$ cat config.mk
export PLATFORM = sky130hd
export DESIGN_NAME = modular_exponentiation_flat
export DESIGN_NICKNAME = d
export VERILOG_FILES = /design/src/sv/me_pkg.sv /design/src/sv/me_ifs.sv /design/src/sv/me_ctrl.sv /design/src/sv/me_dp.sv /design/src/sv/modular_exponentiation.sv /design/src/flat_wrapper.sv
export SDC_FILE = /design/constraint.sdc
export NUM_CORES = 2
export LEC_CHECK = 0
export BUFFER_PORTS_ARGS = -buffer_cell sky130_fd_sc_hd__buf_2
export CAP_MARGIN = 25
export CORE_MARGIN = 3
export CORE_UTILIZATION = 60
export DETAILED_ROUTE_END_ITERATION = 8
export PLACE_DENSITY = 0.78
export SKIP_CTS_REPAIR_TIMING = 1
export SLEW_MARGIN = 20
export SYNTH_ARGS = -nofsm -noshare
export SYNTH_HDL_FRONTEND = slang
export SYNTH_SLANG_ARGS = --single-unit
$ cat constraint.sdc
create_clock -name i_clk -period 11.62 [get_ports i_clk]
set_input_delay 1.743 -clock i_clk [delete_from_list [all_inputs] [get_ports i_clk]]
set_output_delay 1.743 -clock i_clk [all_outputs]
set_load 0.03 [all_outputs]
$ cat src/sv/me_pkg.sv
// Shared widths, types and command/status structs for the modular exponentiation block.
// No dependencies; the design files refer to this package by scoped names, the testbench imports it.
package me_pkg;

    localparam int MOD_WIDTH = 32;
    localparam int EXP_WIDTH = 32;

    localparam int BASE_W   = 63;
    localparam int EXP_IN_W = 32;
    localparam int RES_W    = 32;
    localparam int CFG_W    = 32;

    // dividend width: holds the raw base and any product of two residues
    localparam int DIV_W  = 64;
    localparam int DCNT_W = $clog2(DIV_W);
    localparam int BCNT_W = (EXP_WIDTH > 1) ? $clog2(EXP_WIDTH) : 1;

    typedef logic [MOD_WIDTH-1:0] t_mod;
    typedef logic [EXP_WIDTH-1:0] t_exp;
    typedef logic [DIV_W-1:0]     t_dvd;
    typedef logic [DCNT_W-1:0]    t_dcnt;
    typedef logic [BCNT_W-1:0]    t_bcnt;
    typedef logic [BASE_W-1:0]    t_base;
    typedef logic [EXP_IN_W-1:0]  t_exp_in;
    typedef logic [RES_W-1:0]     t_res;
    typedef logic [CFG_W-1:0]     t_cfg;

    localparam t_mod  MOD_RESET = t_mod'(32'd10007);
    localparam t_dcnt DCNT_LAST = t_dcnt'(DIV_W - 1);
    localparam t_bcnt BCNT_LAST = t_bcnt'(EXP_WIDTH - 1);

    typedef struct packed {
        logic load;       // capture base and exponent, start base reduction
        logic init_acc;   // accumulator to one
        logic ld_sq;      // dividend from acc * acc
        logic ld_mul;     // dividend from acc * base
        logic div_step;   // one restoring remainder step
        logic wr_base;    // reduced value into base
        logic wr_acc;     // reduced value into accumulator
        logic shift_exp;  // advance to next exponent bit
        logic wr_out;     // accumulator into result register
    } t_dp_cmd;

    typedef struct packed {
        logic exp_zero;
        logic exp_msb;
        logic mod_zero;
    } t_dp_sts;

endpackage

$ cat src/sv/me_ifs.sv
// Valid/ready channel interfaces for input items, results and the modulus write port.
// Depends on me_pkg for payload types.
interface me_in_if;
    logic             valid;
    logic             ready;
    me_pkg::t_base    base_value;
    me_pkg::t_exp_in  exponent;
    modport source (output valid, output base_value, output exponent, input ready);
    modport sink   (input valid, input base_value, input exponent, output ready);
endinterface

interface me_out_if;
    logic          valid;
    logic          ready;
    me_pkg::t_res  power_result;
    modport source (output valid, output power_result, input ready);
    modport sink   (input valid, input power_result, output ready);
endinterface

interface me_cfg_if;
    logic          valid;
    logic          ready;
    me_pkg::t_cfg  data;
    modport source (output valid, output data, input ready);
    modport sink   (input valid, input data, output ready);
endinterface

$ cat src/sv/me_ctrl.sv
// Sequencer for square-and-multiply: steps the datapath through base reduction,
// per-bit square and multiply, and result hand-off. Depends on me_pkg.
module me_ctrl (
    input  logic            i_clk,
    input  logic            i_rst_n,
    input  logic            i_in_valid,
    output logic            o_in_ready,
    output logic            o_out_valid,
    input  logic            i_out_ready,
    input  me_pkg::t_dp_sts i_sts,
    output me_pkg::t_dp_cmd o_cmd
);

    typedef enum logic [3:0] {
        S_IDLE, S_CHECK, S_BDIV, S_BWR, S_SQ, S_SQDIV, S_SQWR,
        S_ML, S_MLDIV, S_MLWR, S_NEXT, S_DONE
    } t_state;

    t_state         r_state, n_state;
    me_pkg::t_dcnt  r_dcnt, n_dcnt;
    me_pkg::t_bcnt  r_bcnt, n_bcnt;
    logic           r_out_valid, n_out_valid;

    always_comb begin
        n_state     = r_state;
        n_dcnt      = r_dcnt;
        n_bcnt      = r_bcnt;
        n_out_valid = r_out_valid;
        o_cmd       = '0;

        // drop valid once the pending result is transferred
        if (r_out_valid && i_out_ready) begin
            n_out_valid = 1'b0;
        end

        case (r_state)
            S_IDLE: begin
                if (i_in_valid) begin
                    o_cmd.load = 1'b1;
                    n_dcnt     = '0;
                    n_state    = S_CHECK;
                end
            end
            S_CHECK: begin
                o_cmd.init_acc = 1'b1;
                if (i_sts.exp_zero) begin
                    n_state = S_DONE;
                end else if (i_sts.mod_zero) begin
                    n_state = S_BWR;
                end else begin
                    n_state = S_BDIV;
                end
            end
            S_BDIV: begin
                o_cmd.div_step = 1'b1;
                n_dcnt         = r_dcnt + 1'b1;
                if (r_dcnt == me_pkg::DCNT_LAST) begin
                    n_state = S_BWR;
                end
            end
            S_BWR: begin
                o_cmd.wr_base = 1'b1;
                n_bcnt        = '0;
                n_state       = S_SQ;
            end
            S_SQ: begin
                o_cmd.ld_sq = 1'b1;
                n_dcnt      = '0;
                n_state     = i_sts.mod_zero ? S_SQWR : S_SQDIV;
            end
            S_SQDIV: begin
                o_cmd.div_step = 1'b1;
                n_dcnt         = r_dcnt + 1'b1;
                if (r_dcnt == me_pkg::DCNT_LAST) begin
                    n_state = S_SQWR;
                end
            end
            S_SQWR: begin
                o_cmd.wr_acc = 1'b1;
                n_state      = i_sts.exp_msb ? S_ML : S_NEXT;
            end
            S_ML: begin
                o_cmd.ld_mul = 1'b1;
                n_dcnt       = '0;
                n_state      = i_sts.mod_zero ? S_MLWR : S_MLDIV;
            end
            S_MLDIV: begin
                o_cmd.div_step = 1'b1;
                n_dcnt         = r_dcnt + 1'b1;
                if (r_dcnt == me_pkg::DCNT_LAST) begin
                    n_state = S_MLWR;
                end
            end
            S_MLWR: begin
                o_cmd.wr_acc = 1'b1;
                n_state      = S_NEXT;
            end
            S_NEXT: begin
                o_cmd.shift_exp = 1'b1;
                if (r_bcnt == me_pkg::BCNT_LAST) begin
                    n_state = S_DONE;
                end else begin
                    n_bcnt  = r_bcnt + 1'b1;
                    n_state = S_SQ;
                end
            end
            S_DONE: begin
                // hold until the output register is free or being transferred
                if (!r_out_valid || i_out_ready) begin
                    o_cmd.wr_out = 1'b1;
                    n_out_valid  = 1'b1;
                    n_state      = S_IDLE;
                end
            end
            default: begin
                n_state = S_IDLE;
            end
        endcase
    end

    always_ff @(posedge i_clk) begin
        if (!i_rst_n) begin
            r_state     <= S_IDLE;
            r_dcnt      <= '0;
            r_bcnt      <= '0;
            r_out_valid <= 1'b0;
        end else begin
            r_state     <= n_state;
            r_dcnt      <= n_dcnt;
            r_bcnt      <= n_bcnt;
            r_out_valid <= n_out_valid;
        end
    end

    assign o_in_ready  = (r_state == S_IDLE);
    assign o_out_valid = r_out_valid;

endmodule

$ cat src/sv/me_dp.sv
// Datapath: modulus register, operand registers, one multiplier and a
// bit-serial restoring remainder unit. Depends on me_pkg.
module me_dp (
    input  logic            i_clk,
    input  logic            i_rst_n,
    input  me_pkg::t_dp_cmd i_cmd,
    output me_pkg::t_dp_sts o_sts,
    input  me_pkg::t_base   i_base,
    input  me_pkg::t_exp_in i_exponent,
    input  logic            i_cfg_we,
    input  me_pkg::t_cfg    i_cfg_data,
    output me_pkg::t_res    o_power_result
);

    me_pkg::t_mod  r_mod;
    me_pkg::t_mod  r_base;
    me_pkg::t_mod  r_acc;
    me_pkg::t_mod  r_rem;
    me_pkg::t_exp  r_exp;
    me_pkg::t_dvd  r_dvd;
    me_pkg::t_res  r_res;

    me_pkg::t_mod                     mul_b;
    logic [2*me_pkg::MOD_WIDTH-1:0]   prod;
    logic [me_pkg::MOD_WIDTH:0]       trial;
    logic [me_pkg::MOD_WIDTH:0]       diff;
    me_pkg::t_mod                     n_rem;
    me_pkg::t_mod                     reduced;
    logic                             mod_zero;

    assign mod_zero = (r_mod == '0);

    always_comb begin
        mul_b = i_cmd.ld_mul ? r_base : r_acc;
        prod  = r_acc * mul_b;
        // shift in the next dividend bit, subtract when it fits
        trial = {r_rem, r_dvd[me_pkg::DIV_W-1]};
        diff  = trial - {1'b0, r_mod};
        if (trial >= {1'b0, r_mod}) begin
            n_rem = diff[me_pkg::MOD_WIDTH-1:0];
        end else begin
            n_rem = trial[me_pkg::MOD_WIDTH-1:0];
        end
        // a zero modulus wraps at the register width
        reduced = mod_zero ? r_dvd[me_pkg::MOD_WIDTH-1:0] : r_rem;
    end

    always_ff @(posedge i_clk) begin
        if (!i_rst_n) begin
            r_mod <= me_pkg::MOD_RESET;
        end else if (i_cfg_we) begin
            r_mod <= me_pkg::t_mod'(i_cfg_data);
        end
    end

    always_ff @(posedge i_clk) begin
        if (i_cmd.load) begin
            r_dvd <= me_pkg::t_dvd'(i_base);
        end else if (i_cmd.ld_sq || i_cmd.ld_mul) begin
            r_dvd <= me_pkg::t_dvd'(prod);
        end else if (i_cmd.div_step) begin
            r_dvd <= r_dvd << 1;
        end

        if (i_cmd.load || i_cmd.ld_sq || i_cmd.ld_mul) begin
            r_rem <= '0;
        end else if (i_cmd.div_step) begin
            r_rem <= n_rem;
        end

        if (i_cmd.load) begin
            r_exp <= me_pkg::t_exp'(i_exponent);
        end else if (i_cmd.shift_exp) begin
            r_exp <= r_exp << 1;
        end

        if (i_cmd.init_acc) begin
            r_acc <= me_pkg::t_mod'(1);
        end else if (i_cmd.wr_acc) begin
            r_acc <= reduced;
        end

        if (i_cmd.wr_base) begin
            r_base <= reduced;
        end

        if (i_cmd.wr_out) begin
            r_res <= me_pkg::t_res'(r_acc);
        end
    end

    assign o_sts.exp_zero = (r_exp == '0);
    assign o_sts.exp_msb  = r_exp[me_pkg::EXP_WIDTH-1];
    assign o_sts.mod_zero = mod_zero;
    assign o_power_result = r_res;

endmodule

$ cat src/sv/modular_exponentiation.sv
// Run time is set by the 64-step bit-serial remainder unit, which reduces the base once
// and every square and multiply product; a zero exponent skips all of them, and a zero
// modulus skips the remainder steps.
// Throughput: one item at a time; the next input is taken once the result is in the
// output register. Synchronous active-low reset clears control; modulus resets to 10007.
module modular_exponentiation (
    input  logic       i_clk,
    input  logic       i_rst_n,
    me_in_if.sink      i_in,
    me_out_if.source   o_out,
    me_cfg_if.sink     i_cfg
);

    me_pkg::t_dp_cmd cmd;
    me_pkg::t_dp_sts sts;

    assign i_cfg.ready = 1'b1;

    me_ctrl u_ctrl (
        .i_clk       (i_clk),
        .i_rst_n     (i_rst_n),
        .i_in_valid  (i_in.valid),
        .o_in_ready  (i_in.ready),
        .o_out_valid (o_out.valid),
        .i_out_ready (o_out.ready),
        .i_sts       (sts),
        .o_cmd       (cmd)
    );

    me_dp u_dp (
        .i_clk          (i_clk),
        .i_rst_n        (i_rst_n),
        .i_cmd          (cmd),
        .o_sts          (sts),
        .i_base         (i_in.base_value),
        .i_exponent     (i_in.exponent),
        .i_cfg_we       (i_cfg.valid),
        .i_cfg_data     (i_cfg.data),
        .o_power_result (o_out.power_result)
    );

endmodule

$ cat src/flat_wrapper.sv
// flat-port wrapper written by rule: the top's interface ports become plain ports
module modular_exponentiation_flat 
  (i_clk, i_rst_n, i_in_valid, i_in_base_value, i_in_exponent, i_in_ready, o_out_valid, o_out_power_result, o_out_ready, i_cfg_valid, i_cfg_data, i_cfg_ready);
  me_in_if i_in_i ();
  me_out_if o_out_i ();
  me_cfg_if i_cfg_i ();
  input  logic i_clk;
  input  logic i_rst_n;
  input wire logic [$bits(i_in_i.valid)-1:0] i_in_valid;
  input wire logic [$bits(i_in_i.base_value)-1:0] i_in_base_value;
  input wire logic [$bits(i_in_i.exponent)-1:0] i_in_exponent;
  output wire logic [$bits(i_in_i.ready)-1:0] i_in_ready;
  output wire logic [$bits(o_out_i.valid)-1:0] o_out_valid;
  output wire logic [$bits(o_out_i.power_result)-1:0] o_out_power_result;
  input wire logic [$bits(o_out_i.ready)-1:0] o_out_ready;
  input wire logic [$bits(i_cfg_i.valid)-1:0] i_cfg_valid;
  input wire logic [$bits(i_cfg_i.data)-1:0] i_cfg_data;
  output wire logic [$bits(i_cfg_i.ready)-1:0] i_cfg_ready;
  assign i_in_i.valid = i_in_valid;
  assign i_in_i.base_value = i_in_base_value;
  assign i_in_i.exponent = i_in_exponent;
  assign i_in_ready = i_in_i.ready;
  assign o_out_valid = o_out_i.valid;
  assign o_out_power_result = o_out_i.power_result;
  assign o_out_i.ready = o_out_ready;
  assign i_cfg_i.valid = i_cfg_valid;
  assign i_cfg_i.data = i_cfg_data;
  assign i_cfg_ready = i_cfg_i.ready;
  modular_exponentiation u_core (.i_clk(i_clk), .i_rst_n(i_rst_n), .i_in(i_in_i), .o_out(o_out_i), .i_cfg(i_cfg_i));
endmodule
==> results.py <==
metrics = {
    "power": {
        "peakVddDrop_mv": 0.156,
        "netSwitchingFraction_pct": 45.7,
        "p_leak_nw": 23.7,
        "totalPowerFinal_mw": 5.16,
        "p_int_mw": 2.81,
        "seqPwrFrac_pct": 30.7,
        "power_density_mw_per_mm2": 105,
        "power.switching_mw": 2.36,
        "p_comb_share_pct": 49.3,
        "clock_power_share_pct": 20.0,
    },
    "finish": {
        "num_antenna_cells": 0,
        "fill_cells": 6170,
        "final_area_mm2": 0.0491,
        "final_cells": 5973,
        "register_area_mm2": 0.00704,
        "final_util_pct": 64.4,
        "areaGrowthSynthToFinish_pct": 5.78,
        "drive_gt1_share_pct": 7.67,
        "multi_input_area_mm2": 0.0350,
        "nNetsFinal": 6245,
    },
    "setup_path": {
        "critPathKind": "reg -> reg",
        "cpMostUsedCell": "fa_1",
        "crit_fanout": 19,
        "cp_slowest_cell": "mux2i_4",
        "cp-start-kind": "flip-flop",
        "required_ns": 12.02,
        "end_kind": "flip-flop",
        "crit_arrival_ns": 10.85,
        "max_stage_delay_ns": 0.92,
    },
    "route": {
        "drt-total-wl_mm": 133,
        "first_iter_violations": 3222,
        "detail_route.first_pass.iterations": 5,
        "drc": 0,
        "ant_nets": 0,
        "via_count": 35300,
        "via_per_inst": 5.91,
        "avgRoutedWirePerCell_um": 22.3,
    },
    "global_routing": {
        "track_usage_pct": 34.0,
        "grt_pass1_vias": 37600,
        "antenna_found_initial": 5,
        "gr-total-overflow": 0,
        "grt_start_max_net_pins": 91,
        "grt_pass1_wl_mm": 212,
    },
    "synthesis": {
        "synth_top_area_share_pct": 38.7,
        "synth_seq_area_share_pct": 15.1,
        "synth_cell_types": 77,
        "ys_seq_elements": 272,
        "ys.warnings.count": 0,
        "synth.most_common_cell": "inv_1",
        "ys.flop_type": "edfxtp_1",
        "syn_inst": 4931,
        "avgSynthCellArea_um2": 9.42,
        "synth_top_cells_by_area": "fa_1 (39%), edfxtp_1 (10%), ha_1 (8.0%)",
        "synth_fp_nets": 6258,
        "synthesis.area_mm2": 0.0465,
        "synth_top_area_cell": "fa_1",
        "synth-edff-count": 159,
        "netlist_top_cells_count": "inv_1 (905), fa_1 (897), nand2_1 (649)",
        "async_reset_ff_share_pct": 0,
    },
    "cts": {
        "h-tree-depth": 2,
        "clock_sinks": 272,
        "cts_tree": "yes",
        "clk_path_buf_depth": 3,
        "clkTransAtPathRegs_ns": 0.06,
        "cts_made_buffers": 34,
        "insertion_delay_ns": 0.59,
        "cts-root-buf": "clkbuf_16",
    },
    "floorplan": {
        "start_util_pct": 60.9,
        "io_pins": 167,
        "die_h_um": 284,
        "coreArea_mm2": 0.0763,
        "dieArea_mm2": 0.0808,
        "fp.dieW_um": 284,
        "rows": 101,
    },
    "sta": {
        "finalCriticalPeriod_ns": 10.45,
        "timing.setup.tns_ns": 0,
        "finalSetupViolations": 0,
        "clock_skew_ns": 0.0545,
        "clock.fmax_mhz": 95.7,
        "rsz0062_at_grt": "no",
        "slew_viol_final": 0,
        "hold_viol_final": 0,
        "finalCritPeriodShare_pct": 89.9,
        "worst_slew_pin_slew_ns": 1.10,
        "max_slew_margin_pct": 25.8,
    },
    "status": {
        "outcome": "completed",
    },
    "place": {
        "portBuffers": 165,
        "place_congestion": 1.06,
        "hpwl_mm": 99.3,
        "dp.cells": 5911,
        "dpl_cell_area_mm2": 0.0480,
    },
    "worst_hold_path": {
        "hold_path.class": "reg -> reg",
    },
    "flow_run": {
        "cap_violations": 0,
    },
}
[logic make-up after synthesis]
family	count (synthesis)	synth area share [%]
multiplexers	140	3.18
other	1	0.00807
AND/OR/NAND/NOR	1525	16.4
buffers and inverters	1184	9.64
adder cells (fa/ha/maj)	1195	46.7
flip-flops	272	15.1
AO/OA/AOI/OAI	524	7.27
XOR/XNOR	90	1.70
[area by class of cell]
cell class | count | area share, %
sequential | 272 | 14.3
clock buffer | 44 | 1.89
multi-input combinational | 3475 | 71.3
timing repair buffer | 230 | 2.70
inverter | 905 | 6.91
tap | 1030 | 2.62
clock inverter | 17 | 0.303
[cell usage in the layout, fill, tap and decap left out, types with 36 or more instances in the layout]
master and count:
a21o_1 36, xnor2_1 55, fa_1 897, o21ai_0 155
nor2_1 110, nor2b_1 128, mux2i_1 78, buf_2 165
a22oi_1 60, edfxtp_1 159, buf_4 64, and2_1 499
dfxtp_1 112, nand2_1 647, a21oi_1 110, ha_1 298
inv_1 904, mux2_2 59
[critical path, delay by kind of cell (launching register included)]
kind | cells | cell delay (ns)
buf+inv | 5 | 0.63
flops | 1 | 0.50
fa+ha+maj | 9 | 4.35
simple gates | 6 | 1.73
mux | 1 | 0.92
compound gates | 8 | 2.15
[through the flow]
| stage | hold WS [ns] | setup slack (ns) |
|---|---|---|
| finish | 0.474 | 1.17 |
| global route | 0.512 | 0.943 |
| CTS | 0.480 | 1.34 |
| detailed placement | 0.471 | 1.42 |
| global placement | 0.459 | 1.50 |
| floorplan | 0.445 | 2.83 |
[power groups by stage]
stage | clock [mW] | sequential (mW) | combinational [mW]
2_1_floorplan | 0 | 1.55 | 1.68
3_3_place_gp | 0 | 1.58 | 2.44
3_5_place_dp | 0 | 1.59 | 2.47
4_1_cts | 1.05 | 1.58 | 2.49
5_1_grt | 1.08 | 1.61 | 2.76
6_report | 1.03 | 1.58 | 2.55
[routing by layer]
| layer | part of all wire (%) | GRT usage, % | up-vias |
|---|---|---|---|
| met1 | 38 | 45.1 | 17700 |
| met2 | 45 | 53.0 | 1975 |
| met3 | 11 | 7.51 | 454 |
| li1 | - | - | 15200 |
| met4 | 6.3 | 17.4 | 0 |
| met5 | 0 | 0 | - |
[final timing paths]
| check | start | to | slack [ns] | cells past startpoint |
|---|---|---|---|---|
| worst min-delay path | u_core.u_ctrl.r_bcnt[4] | u_core.u_ctrl.r_bcnt[4] | 0.47 | 2 |
| worst max register to register | u_core.u_ctrl.r_state[3] | u_core.u_dp.r_dvd[59] | 1.17 | 29 |
| worst max-delay path | u_core.u_ctrl.r_state[3] | u_core.u_dp.r_dvd[59] | 1.17 | 29 |
| worst min register to register | u_core.u_ctrl.r_bcnt[4] | u_core.u_ctrl.r_bcnt[4] | 0.47 | 2 |
[flip-flops by register name, summed over array words and instances (netlist names)]
| register | count |
|---|---|
| u_core.u_dp.r_mod | 32 |
| u_core.u_ctrl.r_bcnt | 5 |
| u_core.u_ctrl.r_state | 4 |
| u_core.u_ctrl.o_out_valid | 1 |
| u_core.u_dp.r_acc | 32 |
| u_core.u_dp.r_dvd | 64 |
| u_core.u_dp.r_rem | 32 |
| u_core.u_dp.r_exp | 32 |
| u_core.u_ctrl.r_dcnt | 6 |
| u_core.u_dp.o_power_result | 32 |
| u_core.u_dp.r_base | 32 |
No activity file was read; power rests on OpenSTA's default activity.
